<file path="config.mk">
export PLATFORM = sky130hd
export DESIGN_NAME = lidtpf_dp
export DESIGN_NICKNAME = d
export VERILOG_FILES = /design/src/hdl/lidtpf_pkg.sv /design/src/hdl/lidtpf_dp.sv
export SDC_FILE = /design/constraint.sdc
export NUM_CORES = 2
export LEC_CHECK = 0
export BUFFER_PORTS_ARGS = -buffer_cell sky130_fd_sc_hd__buf_2
export CORE_MARGIN = 10
export CORE_UTILIZATION = 59
export CTS_CLUSTER_SIZE = 30
export DETAILED_ROUTE_END_ITERATION = 8
export GPL_TIMING_DRIVEN = 0
export PLACE_DENSITY = 0.75
export SYNTH_ARGS = -nofsm -noshare
export SYNTH_HDL_FRONTEND = slang
export SYNTH_SLANG_ARGS = --single-unit
</file>
<file path="constraint.sdc">
create_clock -name clk_i -period 12.8 [get_ports clk_i]
set_input_delay 0.64 -clock clk_i [delete_from_list [all_inputs] [get_ports clk_i]]
set_output_delay 0.64 -clock clk_i [all_outputs]
set_load 0.05 [all_outputs]
</file>
<file path="src/hdl/lidtpf_pkg.sv">
// Shared constants, types and lookup tables of the lidar trailing point filter.
package lidtpf_pkg;

  localparam int MAX_WINDOW_DEF = 15;
  localparam int DIST_W         = 16;
  localparam int THR_W          = 28;
  localparam int SIN_W          = 23;
  localparam int COS_W          = 30;
  localparam int FRAC_W         = 30;
  localparam int DEN_W          = DIST_W + FRAC_W;
  localparam int HALF_W         = DEN_W / 2;
  localparam int LIM_W          = 6;
  localparam int SEEN_W         = 5;
  localparam int WL_W           = 4;
  localparam int LVL_W          = 3;
  localparam int RATE_W         = 5;
  localparam int CFG_IDX_W      = 2;
  localparam int CFG_DATA_W     = 5;
  localparam int NEED_W         = 2;

  localparam logic [CFG_IDX_W-1:0] CFG_WINDOW = 2'd0;
  localparam logic [CFG_IDX_W-1:0] CFG_LEVEL  = 2'd1;
  localparam logic [CFG_IDX_W-1:0] CFG_RATE   = 2'd2;

  localparam logic [SEEN_W-1:0] SEEN_MAX     = 5'd31;
  localparam logic [DIST_W-1:0] EXEMPT_RANGE = 16'd500;
  localparam logic [WL_W-1:0]   WL_RESET     = 4'd5;
  localparam logic [WL_W-1:0]   WL_MIN       = 4'd3;
  localparam logic [RATE_W-1:0] RATE_RESET   = 5'd10;

  typedef struct packed {
    logic              ok;
    logic [THR_W-1:0]  thr;
    logic [NEED_W-1:0] need;
  } level_t;

  typedef struct packed {
    logic             ok;
    logic [SIN_W-1:0] s;
    logic [COS_W-1:0] c;
    logic [LIM_W-1:0] limit;
  } rate_t;

  typedef struct packed {
    logic shift;
    logic ld_d;
    logic ld_prev;
    logic ld_den;
    logic ld_plo;
    logic cmp;
    logic side_left;
    logic clr_cnt;
    logic set_marks;
    logic emit;
    logic emit_last;
    logic clear;
  } cmd_t;

  typedef struct packed {
    logic              out_free;
    logic              enabled;
    logic              skip;
    logic              drop;
    logic [WL_W-2:0]   h;
    logic [SEEN_W-1:0] seen;
  } status_t;

  function automatic level_t level_lookup(input logic [LVL_W-1:0] lvl);
    level_t r;
    r = '0;
    unique case (lvl)
      3'd1: r = '{1'b1, 28'd56272425, 2'd3};
      3'd2: r = '{1'b1, 28'd56272425, 2'd2};
      3'd3: r = '{1'b1, 28'd103389578, 2'd2};
      3'd4: r = '{1'b1, 28'd170063998, 2'd2};
      3'd5: r = '{1'b1, 28'd170063998, 2'd1};
      default: r = '0;
    endcase
    return r;
  endfunction

  function automatic rate_t rate_lookup(input logic [RATE_W-1:0] rate);
    rate_t r;
    r = '0;
    unique case (rate)
      5'd10: r = '{1'b1, 23'd2226350, 30'd1073739516, 6'd15};
      5'd15: r = '{1'b1, 23'd3339521, 30'd1073736631, 6'd30};
      5'd20: r = '{1'b1, 23'd4452690, 30'd1073732592, 6'd25};
      5'd25: r = '{1'b1, 23'd5565853, 30'd1073727398, 6'd35};
      5'd30: r = '{1'b1, 23'd6679011, 30'd1073721051, 6'd40};
      default: r = '0;
    endcase
    return r;
  endfunction

endpackage

</file>
<file path="src/hdl/lidtpf_dp.sv">
// Datapath of the trailing point filter: window, marks, tangent test, output register.
module lidtpf_dp #(
  parameter int MAX_WINDOW = lidtpf_pkg::MAX_WINDOW_DEF,
  parameter int IW         = $clog2(MAX_WINDOW + 1)
) (
  input  logic                                 clk_i,
  input  logic                                 rst_ni,
  input  logic [lidtpf_pkg::DIST_W-1:0]        distance_i,
  input  logic                                 cfg_valid_i,
  input  logic [lidtpf_pkg::CFG_IDX_W-1:0]     cfg_index_i,
  input  logic [lidtpf_pkg::CFG_DATA_W-1:0]    cfg_data_i,
  input  logic                                 out_stall_i,
  output logic                                 out_valid_o,
  output logic [lidtpf_pkg::DIST_W-1:0]        filtered_distance_o,
  output logic                                 scan_last_o,
  input  lidtpf_pkg::cmd_t                     cmd_i,
  input  logic [IW-1:0]                        rd_idx_i,
  output lidtpf_pkg::status_t                  st_o
);

  localparam int DEPTH = MAX_WINDOW + 1;
  localparam int CW    = IW + 1;
  localparam int PLO_W = lidtpf_pkg::THR_W + lidtpf_pkg::HALF_W;
  localparam int PHI_W = lidtpf_pkg::THR_W + lidtpf_pkg::DEN_W - lidtpf_pkg::HALF_W;
  localparam int PRD_W = lidtpf_pkg::THR_W + lidtpf_pkg::DEN_W + 1;
  localparam int LHS_W = lidtpf_pkg::DIST_W + lidtpf_pkg::SIN_W;

  logic [lidtpf_pkg::WL_W-1:0]   wl_q;
  logic [lidtpf_pkg::LVL_W-1:0]  lvl_q;
  logic [lidtpf_pkg::RATE_W-1:0] rate_q;
  logic [lidtpf_pkg::DIST_W-1:0] win_q [DEPTH];
  logic [DEPTH-1:0]              mark_q;
  logic [lidtpf_pkg::SEEN_W-1:0] seen_q;
  logic [lidtpf_pkg::DIST_W-1:0] d_q;
  logic [lidtpf_pkg::DEN_W-1:0]  dc_q, den_q;
  logic [LHS_W-1:0]              lhs_q;
  logic [PLO_W-1:0]              plo_q;
  logic                          prev_ok_q;
  logic [CW-1:0]                 left_q, right_q;
  logic                          out_valid_q, out_last_q;
  logic [lidtpf_pkg::DIST_W-1:0] out_dist_q;

  lidtpf_pkg::level_t            lvl;
  lidtpf_pkg::rate_t             rate;
  logic [lidtpf_pkg::DIST_W-1:0] rd_data, diff;
  logic                          next_ok, less, wl_ok, clear;
  logic [lidtpf_pkg::DEN_W-1:0]  nq, den_d;
  logic [PHI_W-1:0]              phi;
  logic [PRD_W-1:0]              prod, lhs_sh;
  logic [IW-1:0]                 h_ix;
  logic [lidtpf_pkg::WL_W-1:0]   wl_new;

  assign lvl     = lidtpf_pkg::level_lookup(lvl_q);
  assign rate    = lidtpf_pkg::rate_lookup(rate_q);
  assign rd_data = win_q[rd_idx_i];
  assign h_ix    = IW'(wl_q[lidtpf_pkg::WL_W-1:1]);
  assign diff    = (d_q > rd_data) ? d_q - rd_data : rd_data - d_q;
  assign next_ok = (diff < lidtpf_pkg::DIST_W'(rate.limit));
  assign nq      = {rd_data, lidtpf_pkg::FRAC_W'(0)};
  assign den_d   = (nq >= dc_q) ? nq - dc_q : dc_q - nq;
  assign phi     = lvl.thr * den_q[lidtpf_pkg::DEN_W-1:lidtpf_pkg::HALF_W];
  assign prod    = {PHI_W'(phi), lidtpf_pkg::HALF_W'(0)} + PRD_W'(plo_q);
  assign lhs_sh  = PRD_W'({lhs_q, lidtpf_pkg::FRAC_W'(0)});
  assign less    = (lhs_sh < prod);
  assign wl_new  = cfg_data_i[lidtpf_pkg::WL_W-1:0];
  assign wl_ok   = wl_new[0] && (wl_new >= lidtpf_pkg::WL_MIN) &&
                   (32'(wl_new) <= MAX_WINDOW);
  assign clear   = cmd_i.clear ||
                   (cfg_valid_i && (cfg_index_i == lidtpf_pkg::CFG_WINDOW) && wl_ok);

  assign st_o.out_free = !out_valid_q || !out_stall_i;
  assign st_o.enabled  = lvl.ok && rate.ok;
  assign st_o.skip     = (d_q == '0) ||
                         (prev_ok_q && next_ok && (d_q > lidtpf_pkg::EXEMPT_RANGE));
  assign st_o.drop     = (left_q >= CW'(lvl.need)) || (right_q >= CW'(lvl.need));
  assign st_o.h        = wl_q[lidtpf_pkg::WL_W-1:1];
  assign st_o.seen     = seen_q;

  assign out_valid_o         = out_valid_q;
  assign filtered_distance_o = out_dist_q;
  assign scan_last_o         = out_last_q;

  always_ff @(posedge clk_i or negedge rst_ni) begin
    if (!rst_ni) begin
      wl_q   <= lidtpf_pkg::WL_RESET;
      lvl_q  <= '0;
      rate_q <= lidtpf_pkg::RATE_RESET;
    end else if (cfg_valid_i) begin
      unique case (cfg_index_i)
        lidtpf_pkg::CFG_WINDOW: if (wl_ok) wl_q <= wl_new;
        lidtpf_pkg::CFG_LEVEL:  lvl_q  <= cfg_data_i[lidtpf_pkg::LVL_W-1:0];
        lidtpf_pkg::CFG_RATE:   rate_q <= cfg_data_i[lidtpf_pkg::RATE_W-1:0];
        default: ;
      endcase
    end
  end

  always_ff @(posedge clk_i or negedge rst_ni) begin
    if (!rst_ni) begin
      for (int i = 0; i < DEPTH; i++) win_q[i] <= '0;
      mark_q <= '0;
      seen_q <= '0;
    end else if (clear) begin
      for (int i = 0; i < DEPTH; i++) win_q[i] <= '0;
      mark_q <= '0;
      seen_q <= '0;
    end else if (cmd_i.shift) begin
      for (int i = DEPTH - 1; i > 0; i--) win_q[i] <= win_q[i-1];
      win_q[0] <= distance_i;
      mark_q   <= {mark_q[DEPTH-2:0], 1'b0};
      seen_q   <= (seen_q < lidtpf_pkg::SEEN_MAX) ? seen_q + 1'b1 : seen_q;
    end else if (cmd_i.set_marks) begin
      for (int i = 0; i < DEPTH; i++) begin
        if ((IW'(i) == h_ix - IW'(1)) || (IW'(i) == h_ix) || (IW'(i) == h_ix + IW'(1)))
          mark_q[i] <= 1'b1;
      end
    end
  end

  always_ff @(posedge clk_i) begin
    if (cmd_i.ld_d) begin
      d_q   <= rd_data;
      dc_q  <= rd_data * rate.c;
      lhs_q <= rd_data * rate.s;
    end
    if (cmd_i.ld_prev) prev_ok_q <= next_ok;
    if (cmd_i.ld_den)  den_q <= den_d;
    if (cmd_i.ld_plo)  plo_q <= lvl.thr * den_q[lidtpf_pkg::HALF_W-1:0];
  end

  always_ff @(posedge clk_i or negedge rst_ni) begin
    if (!rst_ni) begin
      left_q  <= '0;
      right_q <= '0;
    end else if (cmd_i.clr_cnt) begin
      left_q  <= '0;
      right_q <= '0;
    end else if (cmd_i.cmp && less) begin
      if (cmd_i.side_left) left_q <= left_q + CW'(1);
      else                 right_q <= right_q + CW'(1);
    end
  end

  always_ff @(posedge clk_i or negedge rst_ni) begin
    if (!rst_ni) begin
      out_valid_q <= 1'b0;
    end else if (cmd_i.emit) begin
      out_valid_q <= 1'b1;
    end else if (!out_stall_i) begin
      out_valid_q <= 1'b0;
    end
  end

  always_ff @(posedge clk_i) begin
    if (cmd_i.emit) begin
      out_dist_q <= mark_q[rd_idx_i] ? '0 : rd_data;
      out_last_q <= cmd_i.emit_last;
    end
  end

endmodule

</file>
==> reports/qor.txt <==
DR vias/cell - 5.848
commonest non-fill, non-tap cell in the layout - inv_1
Cells after DPL - 10,630
Core Region - 144,200 um2
final slew viol count - 21
Synth Area per Inst - 9.929 um2
final worst path period share - 96.84%
Reg-to-Reg Start - lvl_q[1]
Worst-Margin Slew - 1.559 ns
I/O Buffers - 67
I/O pin count - 73
clk sink count - 515
Fmax - 80.67 MHz
clk_skew - 0.07401 ns
crit-path max FO - 10
TritonCTS clock tree - done
die height - 401.6 um
final WL - 280.0 mm
Worst Setup End Kind - flip-flop
initial antenna violation count - 11
vias in the first global route - 66,440
prevailing post-synth register cell - dfrtp_1
root buf cell - clkbuf_16
Max transition margin - -3.928%
CP startpoint kind - flip-flop
status - finished, violations left
fin nets - 11,280
DIE WIDTH - 401.6 um
DR pass1 iterations - 7
placed inst area - 88,870 um2
syn_nets - 11,100
#FFs+latches synth - 515
share of post-route cells with drive strength above 1 - 6.305%
start point of the critical path - lvl_q[1]
Worst Hold End - scan_last_o
area delta synth->final - 6.958%
detailed placement HPWL - 239.1 mm
full die area - 161,300 um2
CP Class - flip-flop to flip-flop
Num CTS Buffers - 60
top routing layer used - met5
Core Rows - 139
final setup TNS - 0 ns
Fillers - 11,980
Critical Path AT - 12.97 ns
Final ANT Viol Nets - 0
area share of the largest cell type after synthesis - 36.16%
non-filler cells, final - 10,790
min-delay src - cmd_i[1]
CP peak stage delay - 0.60 ns
DRC Markers - 0
Worst EP required - 13.37 ns
grt total ovfl - 0
failing checks - capacitance limit, slew limit
most common cell type on the critical path - fa_1
path category of the worst min-delay check - input pin to flip-flop
Max Cap Viol - 3
top cells by area, synth - fa_1 (36%), ha_1 (12%), inv_1 (9.5%), dfrtp_1 (8.6%), edfxtp_1 (7.5%)
RePlAce Congestion - 1.036
H-Tree Depth - 2
ys async rst share - 58.06%
CTS clk-pin slew, worst paths - 0.06 ns
Fin. Hold Viols - 0
Syn. warnings - 0
Starting Density - 59.59%
Tmin final - 12.40 ns
Wirelength per Cell - 25.94 um
reg2reg end - left_q[2]
cell count of the worst hold path - 1
first-pass GRT wire length - 423.3 mm
Yosys top cell by area - fa_1
Met2 Wirelength - 125.5 mm
EDFF count, synth - 216
Total GRT Usage - 35.01%
synth unique cells - 117
cell count of the worst reg-to-reg path - 49
utilization after layout - 63.74%
latest clock arrival within the worst-skew pair - 0.73 ns
most frequent cells in the layout - inv_1 (2,163), fa_1 (1,550), ha_1 (850)
First DRT Iteration DRCs - 5,941
slowest CP cell - fa_1
Setup Viol. Count Final - 0
M1 wire length - 111.7 mm
DR WL met3 - 27.48 mm
largest net degree at the start of global routing - 121
CTS Buffer Depth - 3
sequential area share after synthesis - 16.26%
gate count after technology mapping - 8,653
via count - 63,120
Post-Synthesis Cell Area - 85,920 um2
flop2flop setup slack - 0.40 ns
post-route cell area - 91,900 um2
==> repair_timing <==
| action | CTS | global route |
|---|---|---|
| endpoints found under the setup margin | 12 | 29 |
| resized for setup | 74 | 112 |
| hold buffers | 1 | 0 |
| pin swaps | 2 | 8 |
| setup buffers | 1 | 36 |
| cloned | 0 | 0 |
| hold endpoints to repair | 68 | 0 |
==> synthesized netlist by cell type (all sizes together), types with 129 or more instances <==
cell	count
mux2i	295
nor2	747
xnor2	180
ha	854
a21oi	274
dfrtp	296
edfxtp	216
o21ai	194
fa	1552
a21o	129
clkbuf	164
nand2	521
inv	2185
==> metal layers <==
| metal | global-route usage (%) | up-vias |
|---|---|---|
| li1 | - | 27450 |
| met1 | 46.62 | 32070 |
| met2 | 54.56 | 2989 |
| met3 | 8.827 | 604 |
| met4 | 14.67 | 10 |
| met5 | 0 | - |
==> metrics by stage <==
stage / hold slack (ns) / setup WS, ns
6_report: 0.08967 / 0.4043
5_1_grt: 0.06785 / -0.04334
4_1_cts: 0.04251 / 0.007878
3_5_place_dp: 0.4832 / -2.474
3_3_place_gp: 0.4759 / -2.290
2_1_floorplan: 0.3444 / 1.674
==> kinds of logic after synthesis <==
family | synth area share (%)
adder cells (fa/ha/maj) | 48.60
multiplexers | 5.713
XOR/XNOR | 2.690
buffers and inverters | 10.60
AO/OA/AOI/OAI | 7.010
AND/OR/NAND/NOR | 9.128
flip-flops | 16.26
==> critical path: cells and delay by family, from the launching register on <==
| kind | cells | cell delay, ns |
|---|---|---|
| flip-flops | 1 | 0.44 |
| adder cells (fa/ha/maj) | 10 | 4.64 |
| buffers and inverters | 10 | 1.46 |
| AO/OA/AOI/OAI | 13 | 2.80 |
| AND/OR/NAND/NOR | 12 | 2.12 |
| multiplexers | 1 | 0.34 |
| XOR/XNOR | 3 | 0.47 |
==> state kept, by name, indices dropped and copies added, names as in the netlist <==
signal               cells
mark_q                  16
den_q                   46
d_q                     16
win_q                  256
plo_q                   51
out_valid_o              1
lhs_q                   39
seen_q                   5
lvl_q                    3
right_q                  5
left_q                   5
dc_q                    46
prev_ok_q                1
wl_q                     3
scan_last_o              1
filtered_distance_o     16
rate_q                   5
==> how the worst max path moves through the flow <==
| stage | endpoint | cells past startpoint | slack (ns) |
|---|---|---|---|
| finish | left_q[2] | 49 | 0.40 |
| global route | left_q[2] | 49 | -0.04 |
| CTS | left_q[3] | 49 | 0.008 |
| detailed placement | left_q[3] | 46 | -2.47 |
| global placement | left_q[3] | 45 | -2.29 |
| floorplan | left_q[3] | 49 | 1.67 |
==> final cells by class <==
type,count,area [um2],area share (%)
tap,1903,2381,2.591
antenna,8,20.02,0.02178
timing repair buffer,116,849.6,0.9245
sequential,515,13970,15.20
inverter,2188,8265,8.994
clock inverter,41,564.3,0.6140
clock buffer,72,1588,1.728
buffer,216,1031,1.122
multi-input combinational,5734,63230,68.80
Power is not shown: default switching activity piles up to over one toggle a cycle in this logic, so the estimate is an artifact.
