`src/hdl/lidtpf_pkg.sv`:
```
// Shared constants, types and lookup tables of the lidar trailing point filter.
package lidtpf_pkg;

  localparam int MAX_WINDOW_DEF = 15;
  localparam int DIST_W         = 16;
  localparam int THR_W          = 28;
  localparam int SIN_W          = 23;
  localparam int COS_W          = 30;
  localparam int FRAC_W         = 30;
  localparam int DEN_W          = DIST_W + FRAC_W;
  localparam int HALF_W         = DEN_W / 2;
  localparam int LIM_W          = 6;
  localparam int SEEN_W         = 5;
  localparam int WL_W           = 4;
  localparam int LVL_W          = 3;
  localparam int RATE_W         = 5;
  localparam int CFG_IDX_W      = 2;
  localparam int CFG_DATA_W     = 5;
  localparam int NEED_W         = 2;

  localparam logic [CFG_IDX_W-1:0] CFG_WINDOW = 2'd0;
  localparam logic [CFG_IDX_W-1:0] CFG_LEVEL  = 2'd1;
  localparam logic [CFG_IDX_W-1:0] CFG_RATE   = 2'd2;

  localparam logic [SEEN_W-1:0] SEEN_MAX     = 5'd31;
  localparam logic [DIST_W-1:0] EXEMPT_RANGE = 16'd500;
  localparam logic [WL_W-1:0]   WL_RESET     = 4'd5;
  localparam logic [WL_W-1:0]   WL_MIN       = 4'd3;
  localparam logic [RATE_W-1:0] RATE_RESET   = 5'd10;

  typedef struct packed {
    logic              ok;
    logic [THR_W-1:0]  thr;
    logic [NEED_W-1:0] need;
  } level_t;

  typedef struct packed {
    logic             ok;
    logic [SIN_W-1:0] s;
    logic [COS_W-1:0] c;
    logic [LIM_W-1:0] limit;
  } rate_t;

  typedef struct packed {
    logic shift;
    logic ld_d;
    logic ld_prev;
    logic ld_den;
    logic ld_plo;
    logic cmp;
    logic side_left;
    logic clr_cnt;
    logic set_marks;
    logic emit;
    logic emit_last;
    logic clear;
  } cmd_t;

  typedef struct packed {
    logic              out_free;
    logic              enabled;
    logic              skip;
    logic              drop;
    logic [WL_W-2:0]   h;
    logic [SEEN_W-1:0] seen;
  } status_t;

  function automatic level_t level_lookup(input logic [LVL_W-1:0] lvl);
    level_t r;
    r = '0;
    unique case (lvl)
      3'd1: r = '{1'b1, 28'd56272425, 2'd3};
      3'd2: r = '{1'b1, 28'd56272425, 2'd2};
      3'd3: r = '{1'b1, 28'd103389578, 2'd2};
      3'd4: r = '{1'b1, 28'd170063998, 2'd2};
      3'd5: r = '{1'b1, 28'd170063998, 2'd1};
      default: r = '0;
    endcase
    return r;
  endfunction

  function automatic rate_t rate_lookup(input logic [RATE_W-1:0] rate);
    rate_t r;
    r = '0;
    unique case (rate)
      5'd10: r = '{1'b1, 23'd2226350, 30'd1073739516, 6'd15};
      5'd15: r = '{1'b1, 23'd3339521, 30'd1073736631, 6'd30};
      5'd20: r = '{1'b1, 23'd4452690, 30'd1073732592, 6'd25};
      5'd25: r = '{1'b1, 23'd5565853, 30'd1073727398, 6'd35};
      5'd30: r = '{1'b1, 23'd6679011, 30'd1073721051, 6'd40};
      default: r = '0;
    endcase
    return r;
  endfunction

endpackage

```
`src/hdl/lidtpf_ctrl.sv`:
```
// Sequencer of the trailing point filter: judge, emit and flush steps.
module lidtpf_ctrl #(
  parameter int MAX_WINDOW = lidtpf_pkg::MAX_WINDOW_DEF,
  parameter int IW         = $clog2(MAX_WINDOW + 1)
) (
  input  logic                clk_i,
  input  logic                rst_ni,
  input  logic                in_valid_i,
  output logic                in_stall_o,
  input  logic                scan_end_i,
  input  lidtpf_pkg::status_t st_i,
  output lidtpf_pkg::cmd_t    cmd_o,
  output logic [IW-1:0]       rd_idx_o
);

  localparam logic [3:0] S_IDLE  = 4'd0;
  localparam logic [3:0] S_D     = 4'd1;
  localparam logic [3:0] S_PREV  = 4'd2;
  localparam logic [3:0] S_NEXT  = 4'd3;
  localparam logic [3:0] S_DEN   = 4'd4;
  localparam logic [3:0] S_MLO   = 4'd5;
  localparam logic [3:0] S_MHI   = 4'd6;
  localparam logic [3:0] S_DEC   = 4'd7;
  localparam logic [3:0] S_OUT   = 4'd8;
  localparam logic [3:0] S_FLUSH = 4'd9;

  logic [3:0]                  state_q, state_d;
  logic [IW-1:0]               a_q, a_d;
  logic [lidtpf_pkg::SEEN_W-1:0] k_q, k_d;
  logic                        end_q, end_d;
  logic [IW-1:0]               h_ix, two_h_ix, flush_start;
  logic [lidtpf_pkg::SEEN_W-1:0] h_k, two_h_k;

  assign h_ix        = IW'(st_i.h);
  assign two_h_ix    = IW'({st_i.h, 1'b0});
  assign h_k         = lidtpf_pkg::SEEN_W'(st_i.h);
  assign two_h_k     = lidtpf_pkg::SEEN_W'({st_i.h, 1'b0});
  assign flush_start = (k_q < h_k) ? IW'(k_q) : h_ix;
  assign in_stall_o  = (state_q != S_IDLE);

  always_comb begin
    cmd_o    = '0;
    rd_idx_o = h_ix;
    state_d  = state_q;
    a_d      = a_q;
    k_d      = k_q;
    end_d    = end_q;
    unique case (state_q)
      S_IDLE: begin
        if (in_valid_i) begin
          cmd_o.shift = 1'b1;
          k_d         = st_i.seen;
          end_d       = scan_end_i;
          state_d     = S_D;
        end
      end
      S_D: begin
        if (st_i.enabled && (k_q >= two_h_k)) begin
          cmd_o.ld_d = 1'b1;
          state_d    = S_PREV;
        end else begin
          state_d = S_OUT;
        end
      end
      S_PREV: begin
        rd_idx_o      = h_ix - IW'(1);
        cmd_o.ld_prev = 1'b1;
        state_d       = S_NEXT;
      end
      S_NEXT: begin
        rd_idx_o = h_ix + IW'(1);
        if (st_i.skip) begin
          state_d = S_OUT;
        end else begin
          cmd_o.clr_cnt = 1'b1;
          a_d           = '0;
          state_d       = S_DEN;
        end
      end
      S_DEN: begin
        rd_idx_o = a_q;
        if (a_q == h_ix) begin
          a_d = a_q + IW'(1);
        end else begin
          cmd_o.ld_den = 1'b1;
          state_d      = S_MLO;
        end
      end
      S_MLO: begin
        cmd_o.ld_plo = 1'b1;
        state_d      = S_MHI;
      end
      S_MHI: begin
        cmd_o.cmp       = 1'b1;
        cmd_o.side_left = (a_q > h_ix);
        if (a_q == two_h_ix) begin
          state_d = S_DEC;
        end else begin
          a_d     = a_q + IW'(1);
          state_d = S_DEN;
        end
      end
      S_DEC: begin
        cmd_o.set_marks = st_i.drop;
        state_d         = S_OUT;
      end
      S_OUT: begin
        rd_idx_o = h_ix + IW'(1);
        if (k_q > h_k) begin
          if (st_i.out_free) begin
            cmd_o.emit = 1'b1;
            if (end_q) begin
              a_d     = flush_start;
              state_d = S_FLUSH;
            end else begin
              state_d = S_IDLE;
            end
          end
        end else if (end_q) begin
          a_d     = flush_start;
          state_d = S_FLUSH;
        end else begin
          state_d = S_IDLE;
        end
      end
      S_FLUSH: begin
        rd_idx_o = a_q;
        if (st_i.out_free) begin
          cmd_o.emit      = 1'b1;
          cmd_o.emit_last = (a_q == '0);
          if (a_q == '0) begin
            cmd_o.clear = 1'b1;
            state_d     = S_IDLE;
          end else begin
            a_d = a_q - IW'(1);
          end
        end
      end
      default: state_d = S_IDLE;
    endcase
  end

  always_ff @(posedge clk_i or negedge rst_ni) begin
    if (!rst_ni) begin
      state_q <= S_IDLE;
      a_q     <= '0;
      k_q     <= '0;
      end_q   <= 1'b0;
    end else begin
      state_q <= state_d;
      a_q     <= a_d;
      k_q     <= k_d;
      end_q   <= end_d;
    end
  end

endmodule

```
`config.mk`:
```
export PLATFORM = sky130hd
export DESIGN_NAME = lidtpf_ctrl
export DESIGN_NICKNAME = d
export VERILOG_FILES = /design/src/hdl/lidtpf_pkg.sv /design/src/hdl/lidtpf_ctrl.sv
export SDC_FILE = /design/constraint.sdc
export NUM_CORES = 1
export LEC_CHECK = 0
export BUFFER_PORTS_ARGS = -buffer_cell sky130_fd_sc_hd__clkbuf_2
export CAP_MARGIN = 15
export CELL_PAD_IN_SITES_DETAIL_PLACEMENT = 1
export CELL_PAD_IN_SITES_GLOBAL_PLACEMENT = 1
export CORE_ASPECT_RATIO = 1.2
export CORE_UTILIZATION = 38
export CTS_BUF_LIST = sky130_fd_sc_hd__clkbuf_8
export DETAILED_ROUTE_END_ITERATION = 6
export PLACE_DENSITY = 0.8
export SKIP_CTS_REPAIR_TIMING = 1
export SYNTH_ARGS = -nofsm -noshare
export SYNTH_HDL_FRONTEND = slang
export SYNTH_SLANG_ARGS = --single-unit
```
`constraint.sdc`:
```
create_clock -name clk_i -period 2.71 [get_ports clk_i]
set_clock_uncertainty 0.05 [all_clocks]
set_input_delay 0.271 -clock clk_i [delete_from_list [all_inputs] [get_ports clk_i]]
set_output_delay 0.271 -clock clk_i [all_outputs]
set_load 0.005 [all_outputs]
```
==> impl_metrics.ini, run 1 <==
[status]
status = complete, no violations

[layout]
final_nets = 245
drive_above_1_share = 0.263
diodes = 0
final_cell_count_no_fill = 265
syn_to_final_growth_pct = 19.7
fill_cells = 495
final_common_cell = clkbuf_2
final_cell_mix = clkbuf_2, nor2_1, nand2_1

[placement]
dp_hpwl_um = 3420
dp.cells = 261
io_buffers = 32
routabilityCongestion = 0.842

[sta]
max_slew.worst_pin.slew_ps = 526
rsz0062_at_grt = no
period_share = 0.970
setup_viol = 0
setup_tns_ps = 0
relSlewSlack = 0.646
finalHoldViolCount = 0
maxSlewViolCount = 0
min_period_ps = 2630
clock.fmax_mhz = 380

[floorplanning]
rows = 24
initial_utilization = 0.401
pin_count = 33
fp.coreArea_mm2 = 0.00366
fp.dieW_um = 58.8
dieHeight_um = 70.1
dieArea_mm2 = 0.00412

[detailed_routing]
wl_um = 4310
ant_nets = 0
drtPass1Iterations = 4
drtIter0Drc = 79
top_signal_layer_used = met4
via_per_inst = 5.60
route.met3.wl_um = 125
drc_errors = 0
met2_length_um = 2290
wire_per_inst_um = 16.2
drt-met1-wl_um = 1820
vias = 1483

[clock_tree]
clock-root-buffer = clkbuf_8
htreeDepth = 1
cts_tree = yes
clk-insertion-delay-late_ps = 240
clk_pin_slew_worst_paths_ps = 60
cts_inserted_buffers = 3
cts_sinks = 14
cts_buffer_depth = 2

[yosys]
synthTopCellsByArea = dfrtp_1, ha_1, nor2_1
synth_nets = 209
seq_area_frac_synth = 0.238
synthMuxAreaShare = 0.112
synth_top_family_by_area = simple AND/OR/NAND/NOR gates
ys_ff_latch = 14
yosysTopAreaCellShare = 0.238
synth_fa_ha_area_frac = 0.139
synth_warnings = 0
postSynthAreaPerCell_um2 = 8.21
synth-async-reset-ratio = 1.00
synth_area_leader_cell = dfrtp_1
synth_edf_count = 0
synth-compound-area-share = 0.182
synth_cells = 179
synth-simple-area-share = 0.225
ys_types = 50
ys.flop_type = dfrtp_1
netlist_area_mm2 = 0.00147
synthXorXnorAreaFrac = 0.0417

[critical_path]
cp_max_fo = 9
cp_data_arrival_time_ps = 2310
required_ps = 2390
critPathLaunchType = flip-flop
cp-end-kind = output pin
crit_type = reg2out

[pwr]
p_per_area_mw_per_mm2 = 1030
vdd_drop_max_v = 0.000446
power.leakage_nw = 0.891

[global_route]
track_usage = 0.231
grt_max_degree = 18
grt_pass1_vias = 1485
grt_antenna_before_repair = 0
overflow = 0
grt_pass1_wl_um = 7240

[hold_path]
hp-class = in2reg

[job]
timing.max_cap.violations = 0
flip-flops by register name (all words and copies together) (netlist names):
register  cells
end_q         1
k_q           5
state_q       4
a_q           4
per-stage QoR:
stage | hold WS [ps] | setup slack, ps | area [µm²] | util | total power [mW]
floorplan | -74.6 | 524 | 1470 | - | 1.25
global placement | 145 | 337 | 1710 | 0.466 | 1.59
detailed placement | 155 | 295 | 1710 | 0.466 | 1.64
CTS | -106 | 79.3 | 1750 | 0.477 | 1.82
global route | 211 | 27.9 | 1760 | 0.480 | 1.99
finish | 203 | 80.9 | 1760 | 0.480 | 1.82
per-layer routing:
metal / vias to the layer above / GRT usage
met2: 44 / 0.402
met4: 0 / 0.0714
met1: 719 / 0.297
li1: 714 / -
met5: - / 0
met3: 6 / 0.0167
kinds of logic after synthesis:
family | count (synthesis)
flip-flops | 14
AO/OA/AOI/OAI | 40
multiplexers | 15
adder cells (fa/ha/maj) | 16
buffers and inverters | 21
AND/OR/NAND/NOR | 66
XOR/XNOR | 7
report_power, final:
group	switching (mW)	internal (mW)	total, mW
Clock	0.0714	0.0983	0.170
Sequential	0.125	0.304	0.430
Combinational	0.666	0.553	1.22
worst max-delay path, cell delays in order, from the launching register on:
cell      delay [ps]
dfrtp_1          480
or3b_1           380
a21o_1           270
ha_1             350
a31oi_1          150
nor2_1            50
a211o_1          270
clkbuf_2         110
synth_stat cells (2+ instances only):
cell,number
o21ai_1,2
ha_1,13
nor3_1,3
o22ai_1,2
a21oi_1,9
nor4_1,3
nand2b_1,3
inv_1,10
xnor2_1,6
clkbuf_1,7
dfrtp_1,14
nor2_1,18
nand3_1,7
mux2i_1,3
a22o_1,2
o21ai_0,11
a21o_1,2
nor2b_1,6
mux2_1,6
mux2_2,6
nand2_1,16
nand3b_1,2
worst paths after layout:
check	cells after the start	slack (ps)	endpoint	startpoint
max in group asynchronous	2	1920	state_q[3]	rst_ni
worst min-delay path	2	200	k_q[2]	st_i[2]
worst max-delay path	7	80	rd_idx_o[3]	state_q[1]
worst max register to register	10	380	a_q[3]	state_q[3]
worst min register to register	1	450	end_q	end_q
min in group asynchronous	2	420	k_q[2]	rst_ni
layout make-up:
type | count | area [µm²] | area share
Multi-Input combinational cell | 144 | 1030 | 0.586
Inverter | 11 | 41.3 | 0.0235
Clock buffer | 3 | 41.3 | 0.0235
Timing Repair Buffer | 41 | 230 | 0.131
Tap cell | 52 | 65.1 | 0.0370
Sequential cell | 14 | 350 | 0.199
Power figures use the tool's default switching activity.
==> inputs of run 2 (changes only) <==
--- a/config.mk
+++ b/config.mk
@@ -12,2 +12,3 @@
 export CORE_ASPECT_RATIO = 1.2
+export CORE_MARGIN = 2
 export CORE_UTILIZATION = 38
@@ -17,2 +18,3 @@
 export SKIP_CTS_REPAIR_TIMING = 1
+export SKIP_LAST_GASP = 1
 export SYNTH_ARGS = -nofsm -noshare
--- a/constraint.sdc
+++ b/constraint.sdc
@@ -4,2 +4,2 @@
 set_output_delay 0.271 -clock clk_i [all_outputs]
-set_load 0.005 [all_outputs]
+set_load 0.1 [all_outputs]
==> run 2 against run 1 <==
Sequential share of layout area shrank 1.2 points; maximum frequency shrank 0.68%; die area grew 6.4%; worst hold slack gained 2.6 ps; setup slack lost 18 ps; register-to-register slack lost 20 ps.
==> impl_metrics.ini, run 2 (same netlist as run 1, synthesis figures left out) <==
[layout]
syn_to_final_growth_pct = 28.0
final_nets = 250
diodes = 0
stdcell_area_mm2 = 0.00188
final_cell_mix = clkbuf_2, nor2_1, nand2_1
multiInputGateArea_mm2 = 0.00105
reg.largest.list = k_q (5), a_q (4), state_q (4)
fill_cells = 457
final-seq-area_um2 = 353
drive_above_1_share = 0.311
final_common_cell = clkbuf_2
top_register = k_q
largest_reg_flops = 5

[global_route]
grt_max_degree = 18
track_usage = 0.209
grt_pass1_vias = 1500
overflow = 0
grt_antenna_before_repair = 0
grt_pass1_wl_um = 6980

[clock_tree]
cts_inserted_buffers = 3
clk-insertion-delay-late_ps = 240
cts_buffer_depth = 2
htreeDepth = 1
cts_sinks = 14
clk_pin_slew_worst_paths_ps = 60
cts_tree = yes
clock-root-buffer = clkbuf_8

[job]
timing.max_cap.violations = 0

[critical_path]
cp_max_fo = 7
required_ps = 2390
critPathMaxStageDelay_ps = 450
cp_data_arrival_time_ps = 2330
cp_slowest_cell = dfrtp_2
critPathLaunchType = flip-flop
cp-end-kind = output pin
crit_type = reg2out
path_cells = or3b_1 > a21o_2 > ha_1 > a31oi_1 > nor2_1 > a211o_1 > buf_12

[detailed_routing]
wl_um = 4290
drc_errors = 0
wire_per_inst_um = 15.8
via_per_inst = 5.40
vias = 1464
drtIter0Drc = 67
drtPass1Iterations = 4
ant_nets = 0

[floorplanning]
initial_utilization = 0.401
fp.coreArea_mm2 = 0.00366
rows = 24
dieHeight_um = 72.1
fp.dieW_um = 60.8
pin_count = 33
dieArea_mm2 = 0.00438

[placement]
placed_area_mm2 = 0.00178
io_buffers = 32
routabilityCongestion = 0.831
dp_hpwl_um = 3290

[sta]
finalHoldViolCount = 0
setup_viol = 0
max_slew.worst_pin.slew_ps = 568
rsz0062_at_grt = yes
min_period_ps = 2650
clock.fmax_mhz = 378
maxSlewViolCount = 0
relSlewSlack = 0.618
period_share = 0.977

[status]
status = complete, no violations

[hold_path]
hp-class = in2reg
[run 2: final cells by class]
cell class                      instances  share of cell area
Sequential cell                        14               0.188
Inverter                               11              0.0219
Tap cell                               52              0.0346
Clock buffer                            4              0.0293
Timing Repair Buffer                   46               0.170
Multi-Input combinational cell        144               0.557
[run 2: worst max-delay path, delay by kind of cell (launching register included)]
kind | cells | cell delay, ps
DFF | 1 | 450
and+or+nand+nor | 2 | 410
buffers and inverters | 1 | 180
AOI/OAI and AO/OA | 3 | 710
adders and majority gates | 1 | 340
[run 2: metrics by stage]
step | setup slack, ps | TNS, ps | std cells | hold slack (ps) | util
finish | 62.9 | 0 | 271 | 206 | 0.514
global route | -34.2 | -55.6 | 271 | 200 | 0.514
CTS | -36.2 | -36.2 | 266 | -113 | 0.501
detailed placement | 235 | 0 | 262 | 151 | 0.486
global placement | 286 | 0 | 262 | 147 | 0.486
floorplan | -364 | -503 | 179 | -74.6 | -
[run 2: metal layers]
layer  GRT usage  up-vias  wire (µm)
met1       0.250      706       1830
li1            -      718          -
met3      0.0125        7        104
met2       0.388       33       2300
met5           0        -          0
met4      0.0604        0         55
[run 2: path summary, 6_finish.rpt]
| path | start | end | slack [ps] | depth (start not counted) |
|---|---|---|---|---|
| min in group asynchronous | rst_ni | end_q | 430 | 2 |
| hold / removal | st_i[4] | k_q[4] | 210 | 2 |
| hold reg to reg | end_q | end_q | 480 | 1 |
| setup / recovery | state_q[1] | rd_idx_o[3] | 60 | 7 |
| max in group asynchronous | rst_ni | state_q[3] | 1900 | 2 |
| setup reg to reg | state_q[0] | a_q[2] | 360 | 7 |
Power of run 2 is left out: the tool's default activity adds up to more than one toggle a clock period on the data nets, which glitch-free logic cannot reach.
